[config.mk]
export PLATFORM = sky130hd
export DESIGN_NAME = member_table_round_robin_pick
export DESIGN_NICKNAME = d
export VERILOG_FILES = /design/src/design/mtrr_pkg.sv /design/src/design/mtrr_mem.sv /design/src/design/mtrr_seq.sv /design/src/design/member_table_round_robin_pick.sv
export SDC_FILE = /design/constraint.sdc
export NUM_CORES = 1
export LEC_CHECK = 0
export BUFFER_PORTS_ARGS = -buffer_cell sky130_fd_sc_hd__buf_2
export CELL_PAD_IN_SITES_DETAIL_PLACEMENT = 1
export CELL_PAD_IN_SITES_GLOBAL_PLACEMENT = 1
export CORE_ASPECT_RATIO = 0.9
export CORE_MARGIN = 4
export CORE_UTILIZATION = 49
export CTS_CLUSTER_SIZE = 20
export DETAILED_ROUTE_END_ITERATION = 12
export PLACE_DENSITY = 0.81
export SLEW_MARGIN = 20
export SYNTH_ARGS = -nofsm -noshare
export SYNTH_HDL_FRONTEND = slang
export SYNTH_SLANG_ARGS = --single-unit
[constraint.sdc]
create_clock -name clk -period 4.4 [get_ports clk]
set_input_delay 0.44 -clock clk [delete_from_list [all_inputs] [get_ports clk]]
set_output_delay 0.44 -clock clk [all_outputs]
set_load 0.01 [all_outputs]
[src/design/mtrr_pkg.sv]
// Shared types, codes and sizes for the member table with round-robin pick.
// Used by mtrr_seq and member_table_round_robin_pick; depends on nothing.
package mtrr_pkg;

  localparam int MAX_MEMBERS_DEF = 16;
  localparam int ID_SPACE        = 64;

  localparam int MODE_W   = 2;
  localparam int ID_W     = 6;
  localparam int MASK_W   = 64;
  localparam int STATUS_W = 2;
  localparam int OSLOT_W  = 4;
  localparam int OCOUNT_W = 5;

  localparam logic [MODE_W-1:0] MODE_ADD  = 2'd0;
  localparam logic [MODE_W-1:0] MODE_DEL  = 2'd1;
  localparam logic [MODE_W-1:0] MODE_PICK = 2'd2;

  localparam logic [STATUS_W-1:0] ST_OK    = 2'd0;
  localparam logic [STATUS_W-1:0] ST_NOCHG = 2'd1;
  localparam logic [STATUS_W-1:0] ST_FULL  = 2'd2;
  localparam logic [STATUS_W-1:0] ST_NONE  = 2'd3;

  typedef struct packed {
    logic [OCOUNT_W-1:0] member_count;
    logic [OSLOT_W-1:0]  chosen_slot;
    logic [ID_W-1:0]     chosen_id;
    logic [STATUS_W-1:0] status;
  } res_t;

endpackage

[src/design/mtrr_mem.sv]
// Member identifier store: one write port, one read port, registered read data.
// Standalone; uses only the widths given by its parameters.
module mtrr_mem #(
  parameter int DEPTH = 16,
  parameter int AW    = 4,
  parameter int DW    = 6
) (
  input  logic          clk,
  input  logic          we,
  input  logic [AW-1:0] waddr,
  input  logic [DW-1:0] wdata,
  input  logic [AW-1:0] raddr,
  output logic [DW-1:0] rdata
);

  logic [DW-1:0] mem [DEPTH];

  always_ff @(posedge clk) begin
    if (we) begin
      mem[waddr] <= wdata;
    end
  end

  always_ff @(posedge clk) begin
    rdata <= mem[raddr];
  end

endmodule

[src/design/mtrr_seq.sv]
// Sequencer for add, delete and pick: walks the identifier store one read a cycle.
// Depends on mtrr_pkg; drives the ports of mtrr_mem.
module mtrr_seq #(
  parameter int MAX_MEMBERS = mtrr_pkg::MAX_MEMBERS_DEF,
  parameter int SW = $clog2(MAX_MEMBERS),
  parameter int CW = $clog2(MAX_MEMBERS + 1)
) (
  input  logic                         clk,
  input  logic                         rst,
  input  logic                         in_valid,
  output logic                         in_ready,
  input  logic [mtrr_pkg::MODE_W-1:0]  in_mode,
  input  logic [mtrr_pkg::ID_W-1:0]    in_id,
  input  logic [mtrr_pkg::MASK_W-1:0]  in_avail,
  output logic                         mem_we,
  output logic [SW-1:0]                mem_waddr,
  output logic [mtrr_pkg::ID_W-1:0]    mem_wdata,
  output logic [SW-1:0]                mem_raddr,
  input  logic [mtrr_pkg::ID_W-1:0]    mem_rdata,
  output logic                         res_valid,
  input  logic                         res_ready,
  output mtrr_pkg::res_t               res
);
  import mtrr_pkg::*;

  localparam logic [1:0] S_IDLE  = 2'd0;
  localparam logic [1:0] S_SCAN  = 2'd1;
  localparam logic [1:0] S_SHIFT = 2'd2;
  localparam logic [1:0] S_DONE  = 2'd3;

  logic [1:0]        state;
  logic [CW-1:0]     cnt;
  logic [SW-1:0]     last_slot;
  logic [MODE_W-1:0] op_mode;
  logic [ID_W-1:0]   op_id;
  logic [MASK_W-1:0] op_avail;
  logic [SW-1:0]     rd_slot;
  logic [CW-1:0]     left;
  logic [CW-1:0]     sh_idx;
  logic              pend;
  logic [SW-1:0]     pend_slot;

  logic          hit;
  logic          scan_issue;
  logic          shift_issue;
  logic          scan_end;
  logic [SW-1:0] rd_slot_wrap;
  logic [SW-1:0] ls;
  logic [SW-1:0] start_slot;
  logic          id_out_of_range;

  function automatic res_t make_res(logic [STATUS_W-1:0] st, logic [ID_W-1:0] id,
                                    logic [SW-1:0] slot, logic [CW-1:0] n);
    res_t r;
    r.status       = st;
    r.chosen_id    = id;
    r.chosen_slot  = OSLOT_W'(slot);
    r.member_count = OCOUNT_W'(n);
    return r;
  endfunction

  assign in_ready  = (state == S_IDLE);
  assign res_valid = (state == S_DONE);

  assign id_out_of_range = ({1'b0, in_id} >= (ID_W + 1)'(ID_SPACE));

  // A stale pointer falls back to slot 0; the scan starts one past it.
  assign ls         = (CW'(last_slot) >= cnt) ? '0 : last_slot;
  assign start_slot = ((CW'(ls) + CW'(1)) == cnt) ? '0 : ls + SW'(1);

  assign rd_slot_wrap = ((CW'(rd_slot) + CW'(1)) == cnt) ? '0 : rd_slot + SW'(1);

  assign hit = (op_mode == MODE_PICK) ? op_avail[mem_rdata] : (mem_rdata == op_id);

  assign scan_issue  = (state == S_SCAN) && (left != '0) && !(pend && hit);
  assign shift_issue = (state == S_SHIFT) && (sh_idx < cnt);
  assign scan_end    = (state == S_SCAN) && !pend && (left == '0);

  assign mem_raddr = (state == S_SHIFT) ? SW'(sh_idx) : rd_slot;

  // Reads in the shift run ahead of the writes, so an entry is never read and
  // written in the same cycle.
  always_comb begin
    mem_we    = 1'b0;
    mem_waddr = SW'(cnt);
    mem_wdata = op_id;
    if (scan_end && (op_mode == MODE_ADD) && (cnt < CW'(MAX_MEMBERS))) begin
      mem_we = 1'b1;
    end else if ((state == S_SHIFT) && pend) begin
      mem_we    = 1'b1;
      mem_waddr = pend_slot - SW'(1);
      mem_wdata = mem_rdata;
    end
  end

  always_ff @(posedge clk) begin
    if (rst) begin
      state     <= S_IDLE;
      cnt       <= '0;
      last_slot <= '0;
      pend      <= 1'b0;
    end else begin
      unique case (state)
        S_IDLE: begin
          pend <= 1'b0;
          if (in_valid) begin
            op_mode  <= in_mode;
            op_id    <= in_id;
            op_avail <= in_avail;
            rd_slot  <= '0;
            left     <= cnt;
            if ((in_mode == MODE_ADD) || (in_mode == MODE_DEL)) begin
              if (id_out_of_range) begin
                res   <= make_res(ST_NOCHG, '0, '0, cnt);
                state <= S_DONE;
              end else begin
                state <= S_SCAN;
              end
            end else if (in_mode == MODE_PICK) begin
              if (cnt == '0) begin
                res   <= make_res(ST_NONE, '0, '0, cnt);
                state <= S_DONE;
              end else begin
                last_slot <= ls;
                rd_slot   <= start_slot;
                state     <= S_SCAN;
              end
            end else begin
              res   <= make_res(ST_NOCHG, '0, '0, cnt);
              state <= S_DONE;
            end
          end
        end
        S_SCAN: begin
          pend <= scan_issue;
          if (scan_issue) begin
            pend_slot <= rd_slot;
            rd_slot   <= rd_slot_wrap;
            left      <= left - CW'(1);
          end
          if (pend && hit) begin
            if (op_mode == MODE_DEL) begin
              if ((CW'(pend_slot) + CW'(1)) < cnt) begin
                sh_idx <= CW'(pend_slot) + CW'(1);
                state  <= S_SHIFT;
              end else begin
                cnt   <= cnt - CW'(1);
                res   <= make_res(ST_OK, '0, '0, cnt - CW'(1));
                state <= S_DONE;
              end
            end else if (op_mode == MODE_PICK) begin
              last_slot <= pend_slot;
              res       <= make_res(ST_OK, mem_rdata, pend_slot, cnt);
              state     <= S_DONE;
            end else begin
              res   <= make_res(ST_NOCHG, '0, '0, cnt);
              state <= S_DONE;
            end
          end else if (scan_end) begin
            state <= S_DONE;
            if (op_mode == MODE_ADD) begin
              if (cnt >= CW'(MAX_MEMBERS)) begin
                res <= make_res(ST_FULL, '0, '0, cnt);
              end else begin
                cnt <= cnt + CW'(1);
                res <= make_res(ST_OK, '0, '0, cnt + CW'(1));
              end
            end else if (op_mode == MODE_PICK) begin
              res <= make_res(ST_NONE, '0, '0, cnt);
            end else begin
              res <= make_res(ST_NOCHG, '0, '0, cnt);
            end
          end
        end
        S_SHIFT: begin
          pend <= shift_issue;
          if (shift_issue) begin
            pend_slot <= SW'(sh_idx);
            sh_idx    <= sh_idx + CW'(1);
          end
          if (!pend && !shift_issue) begin
            cnt   <= cnt - CW'(1);
            res   <= make_res(ST_OK, '0, '0, cnt - CW'(1));
            state <= S_DONE;
          end
        end
        S_DONE: begin
          if (res_ready) begin
            state <= S_IDLE;
          end
        end
        default: begin
          state <= S_IDLE;
        end
      endcase
    end
  end

`ifndef SYNTH
  a_cnt_bound: assert property (@(posedge clk) disable iff (rst)
    cnt <= CW'(MAX_MEMBERS))
    else $error("member count above table size");

  a_cnt_step: assert property (@(posedge clk) disable iff (rst)
    (cnt != $past(cnt)) |-> ((cnt == $past(cnt) + CW'(1)) || (cnt + CW'(1) == $past(cnt))))
    else $error("member count moved by more than one");

  a_we_state: assert property (@(posedge clk) disable iff (rst)
    mem_we |-> ((state == S_SCAN) || (state == S_SHIFT)))
    else $error("table write outside scan or shift");

  a_pend_state: assert property (@(posedge clk) disable iff (rst)
    pend |-> ((state == S_SCAN) || (state == S_SHIFT)))
    else $error("read data pending outside scan or shift");

  a_pick_ptr: assert property (@(posedge clk) disable iff (rst)
    (res_valid && (op_mode == MODE_PICK) && (res.status == ST_OK))
      |-> (res.chosen_slot == OSLOT_W'(last_slot)))
    else $error("pick result and round-robin pointer disagree");
`endif

endmodule

[src/design/member_table_round_robin_pick.sv]
// Member table with round-robin pick: identifier store, sequencer, output register.
// Depends on mtrr_pkg, mtrr_mem and mtrr_seq.
//
// Usage: each input transaction on the s_ channel carries one operation in
// s_tuser (add, delete or pick) with an identifier and an availability mask
// in s_tdata. Each operation gives exactly one result transaction on the m_
// channel: status in m_tuser, and picked identifier, its slot and the member
// count after the operation in m_tdata.
// Flow: an operation walks the stored identifiers one read per cycle from
// the single-port-read memory. Add and delete scan the stored members; delete
// then shifts the later members down, one moved entry after another; pick
// scans at most the whole table, from one past the round-robin pointer.
// One operation is in flight at a time; s_tready is high when the sequencer
// is idle, also while an earlier result still waits in the output register.
// Reset empties the table and points the round-robin pointer at slot 0; the
// memory itself is not cleared, since only data from slots below the count is used.
// When the receiver stalls, the result holds in the output register and the
// next operation finishes but waits until the register frees.
module member_table_round_robin_pick #(
  parameter int MAX_MEMBERS = mtrr_pkg::MAX_MEMBERS_DEF
) (
  input  logic        clk,
  input  logic        rst,
  input  logic        s_tvalid,
  output logic        s_tready,
  input  logic [71:0] s_tdata,  // member_id[5:0], avail_mask[69:6], zero fill
  input  logic [1:0]  s_tuser,  // mode[1:0]
  output logic        m_tvalid,
  input  logic        m_tready,
  output logic [15:0] m_tdata,  // chosen_id[5:0], chosen_slot[9:6], member_count[14:10]
  output logic [1:0]  m_tuser   // status[1:0]
);
  import mtrr_pkg::*;

  localparam int SW = $clog2(MAX_MEMBERS);
  localparam int CW = $clog2(MAX_MEMBERS + 1);

  logic          mem_we;
  logic [SW-1:0] mem_waddr;
  logic [ID_W-1:0] mem_wdata;
  logic [SW-1:0] mem_raddr;
  logic [ID_W-1:0] mem_rdata;
  logic          res_valid;
  logic          res_ready;
  res_t          res;
  res_t          out_res;

  mtrr_mem #(
    .DEPTH (MAX_MEMBERS),
    .AW    (SW),
    .DW    (ID_W)
  ) u_mem (
    .clk   (clk),
    .we    (mem_we),
    .waddr (mem_waddr),
    .wdata (mem_wdata),
    .raddr (mem_raddr),
    .rdata (mem_rdata)
  );

  mtrr_seq #(
    .MAX_MEMBERS (MAX_MEMBERS),
    .SW          (SW),
    .CW          (CW)
  ) u_seq (
    .clk       (clk),
    .rst       (rst),
    .in_valid  (s_tvalid),
    .in_ready  (s_tready),
    .in_mode   (s_tuser),
    .in_id     (s_tdata[5:0]),
    .in_avail  (s_tdata[69:6]),
    .mem_we    (mem_we),
    .mem_waddr (mem_waddr),
    .mem_wdata (mem_wdata),
    .mem_raddr (mem_raddr),
    .mem_rdata (mem_rdata),
    .res_valid (res_valid),
    .res_ready (res_ready),
    .res       (res)
  );

  assign res_ready = !m_tvalid || m_tready;

  always_ff @(posedge clk) begin
    if (rst) begin
      m_tvalid <= 1'b0;
    end else if (res_ready) begin
      m_tvalid <= res_valid;
    end
  end

  always_ff @(posedge clk) begin
    if (res_valid && res_ready) begin
      out_res <= res;
    end
  end

  assign m_tuser = out_res.status;
  assign m_tdata = {1'b0, out_res.member_count, out_res.chosen_slot, out_res.chosen_id};

endmodule

* Word-level counts from Yosys, hierarchy flattened *
Memory sizes are Yosys's and may differ from the RTL's. A register that Yosys moved wholly into a read port is not among the register bits.
Index checks and enable logic that the tools add are counted.

storage, ports and cells
  register bits after elaboration = 137
  bits in writable memories = 96
  input port bits = 78
  output and inout port bits = 20
  word-level logic and storage cells = 176
  memories kept = 1

cells by class
  $add $sub $neg = 10
  $lt $le $gt $ge = 6
  eq/ne operators = 30
  muxes and demuxes = 74
  bitwise operators = 1
  reductions and logical operators = 34

memories
  name       depth  bits a word  rd ports  clocked after memory_dff  wr ports  line            text
  u_mem.mem  16     6            1         1                         1         mtrr_mem.sv:16  logic [DW-1:0] mem [DEPTH];

operators with widths
  cell                                                    count
  2-to-1 mux 17 bit                                       11
  2-to-1 mux 4 bit                                        20
  2-to-1 mux 5 bit                                        13
  case mux 17 bit (3 select lines)                        1
  case mux 5 bit (2 select lines)                         3
  case mux 4 bit (2 select lines)                         3
  2-to-1 mux 2 bit                                        9
  inequality test 2 bit (second input constant)           9
  AND reduction 8 bit                                     2
  adder 4 x 1 -> 5 bit (second input constant)            3
  inequality test 3 bit (second input constant)           5
  2-to-1 mux 12 bit                                       1
  2-to-1 mux 6 bit                                        2
  AND reduction 4 bit                                     3
  logical AND 1 bit                                       11
  adder 5 x 1 -> 5 bit (second input constant)            2
  equality test 5 bit                                     2
  logical NOT 5 bit                                       2
  < comparator 5 bit                                      2
  subtractor 5 x 1 -> 5 bit (second input constant)       2
  adder 4 x 1 -> 4 bit (second input constant)            2
  equality test 2 bit (second input constant)             4
  2-to-1 mux 1 bit                                        8
  inequality test 2 x 1 -> 1 bit (second input constant)  4
  22 further kinds                                        31

* Longest topological paths before layout *
  depth in word-level cells = 10
  gate-level depth with buffers = 14
  gate-level depth less buffers = 14

* Cells and area by module *
A second synthesis with hierarchy kept.

unflattened totals
  cell total of the unflattened synthesis = 758
  area total of the unflattened synthesis = 10965.5 um^2

modules (own cells, without submodules)
  module                         instances  cells each  area an instance (um^2)  sequential area each (um^2)
  mtrr_seq                       1          556         6493.7                   3453.3
  mtrr_mem                       1          178         3895.0                   3002.9
  member_table_round_robin_pick  1          24          576.8                    530.5

* Worst setup path before layout *
No wires, ideal clock.

  kind = reg2reg
  start point = reg u_mem.rdata[1], read port of u_mem.mem
  end point = reg u_seq.res[0] (netlist name)
  library setup time = 0.412 ns
  arrival time = 3.166 ns
  data required time = 3.988 ns
  slack = 0.822 ns
  cell stages (with the launch flop) = 10
  buffers on the path = 1
  clock period less this slack = 3.578 ns
  cell sequence = dfxtp_1 buf_6 mux4_2 mux2i_1 a221oi_2 a41oi_4 nand2_1 nand2_1 nor3_1 nor3_1

on the way
  longest elaborated chain between the ends = 6
  elaborated cells between the ends (all ways) = 8
  those cells by class = eq/ne (3); mux (3); reduce/logical (2)

ends and longest elaborated chain
  item                                                                                             line             text
  from (decl)                                                                                      mtrr_mem.sv:13   output logic [DW-1:0] rdata
  binary-select mux 1 bit (select 6 bit)                                                           mtrr_seq.sv:73   assign hit = (op_mode == MODE_PICK) ? op_avail[mem_rdata] : (mem_rdata == op_id);
  2-to-1 mux 1 bit (not written as such)                                                           mtrr_seq.sv:73
  2-to-1 mux 1 bit *                                                                               mtrr_seq.sv:73
  logical AND 1 bit *                                                                              mtrr_seq.sv:141  if (pend && hit) begin
  inequality test 4 bit (no source line) / inequality test 3 x 2 -> 1 bit (equally long branches)  --
  AND reduction 8 bit (no source line) *                                                           --

Mark *: on every way between the ends. The rest lies on a longest branch, timed or not. The select of a mux whose other input is x is not followed.
A chain may end at the register's enable or synchronous reset.

* Worst setup path in the final report *
  start point = reg u_seq.cnt[2]
  end point = reg u_seq.rd_slot[0], data pin

on the way
  longest elaborated chain between the ends = 10
  elaborated cells between the ends (all ways) = 15
  those cells by class = add/sub (2); order compare (1); eq/ne (2); mux (9); reduce/logical (1)

ends and longest elaborated chain
  item                                        line             text
  from (decl)                                 mtrr_seq.sv:32   logic [CW-1:0] cnt;
  from (signal assigned)                      mtrr_seq.sv:147  cnt <= cnt - CW'(1);
  from (signal assigned)                      mtrr_seq.sv:165  cnt <= cnt + CW'(1);
  from (signal assigned)                      mtrr_seq.sv:182  cnt <= cnt - CW'(1);
  greater-or-equal comparator 4 x 5 -> 1 bit  mtrr_seq.sv:68   assign ls = (CW'(last_slot) >= cnt) ? '0 : last_slot;
  2-to-1 mux 4 bit                            mtrr_seq.sv:68
  adder 4 x 1 -> 5 bit                        mtrr_seq.sv:69   assign start_slot = ((CW'(ls) + CW'(1)) == cnt) ? '0 : ls + SW'(1);
  equality test 5 bit                         mtrr_seq.sv:69
  2-to-1 mux 4 bit                            mtrr_seq.sv:69
  2-to-1 mux 4 bit                            mtrr_seq.sv:120  if (cnt == '0) begin
  2-to-1 mux 4 bit                            mtrr_seq.sv:119  end else if (in_mode == MODE_PICK) begin
  2-to-1 mux 4 bit                            mtrr_seq.sv:112  if ((in_mode == MODE_ADD) || (in_mode == MODE_DEL)) begin
  2-to-1 mux 4 bit                            mtrr_seq.sv:106  if (in_valid) begin
  case mux 4 bit (2 select lines) *           mtrr_seq.sv:103  unique case (state)
  to (signal assigned)                        mtrr_seq.sv:125  rd_slot <= start_slot;
  to (signal assigned)                        mtrr_seq.sv:138  rd_slot <= rd_slot_wrap;
  to (decl)                                   mtrr_seq.sv:37   logic [SW-1:0] rd_slot;

Marked as above.

==> run_results.csv <==
group,metric,value,unit
run_status,outcome,"finished, final reports clean",
yosys,synth-edff-count,220,
worst_hold_path,min_path_type,"primary input to flop",
detailed_routing,first_pass_iters,4,
place,dp_hpwl,19.55,mm
sta,fin_crit_sh,86.58,%
cells_and_area,num_antenna_cells,0,
setup_path,cp.required,4.67,ns
floorplanning,dieArea,0.02461,mm²
detailed_routing,drt_iter0_drc,538,
yosys,syn_area_per_cell,12.93,µm²
cts,ctsResizeCount,0,
sta,report.final.hold_viol_count,0,
yosys,synth.distinct_cells,69,
yosys,ys_warn_count,0,
cts,cts_sinks,239,
power,pwr-share-seq,39.7,%
yosys,synth.net_count,945,
cts,h-tree-depth,1,
cts,clockBufferDepth,3,
detailed_routing,drtAntennaViolNets,0,
setup_path,arrival,4.08,ns
cells_and_area,final_cells,1243,
cells_and_area,layout-drive-gt1-share,19.01,%
power,switchingPower,2.788,mW
setup_path,worstSetupPathType,"flop to flop",
grt,grt_pass1_wl,45.53,mm
yosys,ys.flop_type,"edfxtp_1",
cts,clkTransAtPathRegs,0.06,ns
power,p_int,5.204,mW
cts,cts_buffers,26,
sta,slew_headroom,25.61,%
cells_and_area,layout_commonest_cell,"edfxtp_1",
sta,final.setup.tns,0,ns
place,io_buffers,94,
setup_path,critPathCaptureType,"flop",
detailed_routing,vias,7422,
cells_and_area,fin_nets,1038,
sta,setup_viol,0,
place,gp_congestion,0.8565,
cells_and_area,final_cell_mix,"edfxtp_1 (220), nand2_1 (145), buf_2 (94), nor2_1 (39)",
yosys,seq_area_frac_synth,64.33,%
detailed_routing,finalWirelength,29.27,mm
power,leakagePower,4.576,nW
floorplanning,num_io_pins,98,
power,p_sw_share,34.88,%
sta,skew,0.02840,ns
grt,grt_max_degree,49,
power,power.density,637.4,mW/mm²
cells_and_area,num-fill-cells,2177,
detailed_routing,drcViolationCount,0,
cells_and_area,area_growth,15.45,%
floorplanning,placementRows,51,
cts,root_buffer,"clkbuf_16",
cts,cts_tree,"built",
yosys,netlist_area,0.01086,mm²
detailed_routing,viasPerCell,5.971,
grt,grt_overflow,0,
sta,period_minus_slack,3.809,ns
sta,max_slew.worst_pin.slew,1.094,ns
setup_path,start_kind,"flop",
floorplanning,core_area,0.02170,mm²
yosys,ys_seq_elements,239,
floorplanning,start_util,50.06,%
floorplanning,die_h,149.2,µm
grt,grt_usage,24.16,%
cts,post_cts_buffers,0,
yosys,synthCells,840,
power,ir_drop,0.3603,mV
cts,hold_buffers,0,
power,power_frac_comb,32.0,%
detailed_routing,wl_per_cell,23.55,µm
yosys,synth-async-reset-ratio,0,%
power,clockPowerShare,28.4,%
run,max_cap_violations,0,
sta,clock.fmax,262.5,MHz
cts,clock_latency,0.55,ns
grt,antenna_found_initial,0,
sta,drv_slew,0,
setup_path,cp_max_fo,14,
grt,grt_pass1_vias,8050,
place,placed_cells,1196,
sta,rsz0062_at_grt,"false",
floorplanning,die_width,164.9,µm
cells by family (layout without fill, tap and decap cells):
| group | Yosys count | in the layout | share of synthesized area, % |
|---|---|---|---|
| XOR/XNOR | 26 | 26 | 2.097 |
| AO/OA/AOI/OAI | 144 | 144 | 9.793 |
| flip-flops | 239 | 239 | 64.33 |
| multiplexers | 35 | 35 | 5.173 |
| other | 1 | 1 | 0.03453 |
| adder cells (fa/ha/maj) | 27 | 27 | 3.111 |
| AND/OR/NAND/NOR | 294 | 294 | 12.49 |
| buffers and inverters | 74 | 186 | 2.972 |
cell usage after synthesis (4+ instances only):
cell | n | area share, %
a211oi_1 | 6 | 0.41
a21o_1 | 7 | 0.48
a21oi_1 | 27 | 1.2
a22o_1 | 7 | 0.56
a311oi_1 | 14 | 1.1
a31oi_1 | 16 | 0.92
and2_1 | 11 | 0.63
and3_1 | 26 | 1.5
buf_1 | 5 | 0.17
buf_2 | 6 | 0.28
buf_6 | 4 | 0.41
clkbuf_1 | 31 | 1.1
dfxtp_1 | 19 | 3.5
edfxtp_1 | 220 | 61
ha_1 | 27 | 3.1
inv_1 | 25 | 0.86
mux2i_1 | 16 | 1.5
mux4_1 | 5 | 1.2
mux4_2 | 10 | 2.1
nand2_1 | 145 | 5.0
nand2b_1 | 9 | 0.52
nand3_1 | 26 | 1.2
nor2_1 | 39 | 1.3
nor2b_1 | 7 | 0.40
nor3_1 | 12 | 0.55
o211ai_1 | 6 | 0.41
o21a_1 | 7 | 0.48
o21ai_0 | 18 | 0.83
o31ai_1 | 8 | 0.55
xnor2_1 | 14 | 1.1
xor2_1 | 12 | 0.97
layer usage:
layer | track usage, % | up-vias | wire (µm)
met5 | 0 | - | 0
met4 | 8.233 | 0 | 1037
met3 | 3.620 | 66 | 1425
met2 | 42.11 | 237 | 14820
met1 | 31.00 | 3795 | 11990
li1 | - | 3324 | -
area by class of cell:
class	count	area (µm²)	area share, %
multi-input combinational	527	3580	28.55
sequential	239	6987	55.72
clock inverter	16	197.7	1.577
clock buffer	31	699.4	5.578
inverter	26	97.59	0.7784
timing repair buffer	113	613.1	4.890
tap	291	364.1	2.904
power by group through the flow:
| stage | combinational, mW | clock, mW | sequential [mW] |
|---|---|---|---|
| 2_1_floorplan | 1.85 | 0 | 3.04 |
| 3_3_place_gp | 2.38 | 0 | 3.18 |
| 3_5_place_dp | 2.50 | 0 | 3.21 |
| 4_1_cts | 2.56 | 2.30 | 3.17 |
| 5_1_grt | 2.80 | 2.41 | 3.21 |
| 6_report | 2.56 | 2.27 | 3.17 |
worst max-delay path: stages, from the launching register on:
cell and delay [ns]:
dfxtp_1 0.70, inv_1 0.30, ha_1 0.35, a21o_1 0.16, a21oi_1 0.37, nor2_1 0.17, nor2b_1 0.18, ha_1 0.28
mux2i_1 0.11, o211ai_1 0.13, o211ai_1 0.12, a2111oi_0 0.39, buf_4 0.20, o32ai_1 0.09
metrics by stage:
| stage | power [mW] | utilization [%] | setup slack, ns | instance area, µm² | hold WS (ns) |
|---|---|---|---|---|---|
| 2_1_floorplan | 4.887 | - | 0.8217 | 10860 | 0.4003 |
| 3_3_place_gp | 5.563 | 53.66 | 0.8223 | 11640 | 0.4007 |
| 3_5_place_dp | 5.710 | 53.66 | 0.6899 | 11640 | 0.4052 |
| 4_1_cts | 8.020 | 57.79 | 0.6269 | 12540 | 0.04675 |
| 5_1_grt | 8.412 | 57.79 | 0.3157 | 12540 | 0.04029 |
| 6_report | 7.992 | 57.79 | 0.5906 | 12540 | 0.06484 |
state kept, by name, indices dropped and copies added, names as in the netlist, 5 cells and up:
register and cells:
u_seq.left 5, u_seq.op_id 6, u_mem.mem 96, u_seq.cnt 5
u_seq.op_avail 64, m_tdata 15, u_seq.sh_idx 5, u_seq.res 17
u_mem.rdata 6
worst paths after layout:
kind	cells past startpoint	endpoint	start	slack, ns
setup / recovery	13	u_seq.rd_slot[0]	u_seq.cnt[2]	0.59
hold / removal	1	u_seq.op_avail[3]	s_tdata[9]	0.06
setup reg to reg	13	u_seq.rd_slot[0]	u_seq.cnt[2]	0.59
hold reg to reg	0	m_tdata[7]	u_seq.res[9]	0.42
Power figures use the tool's default switching activity.
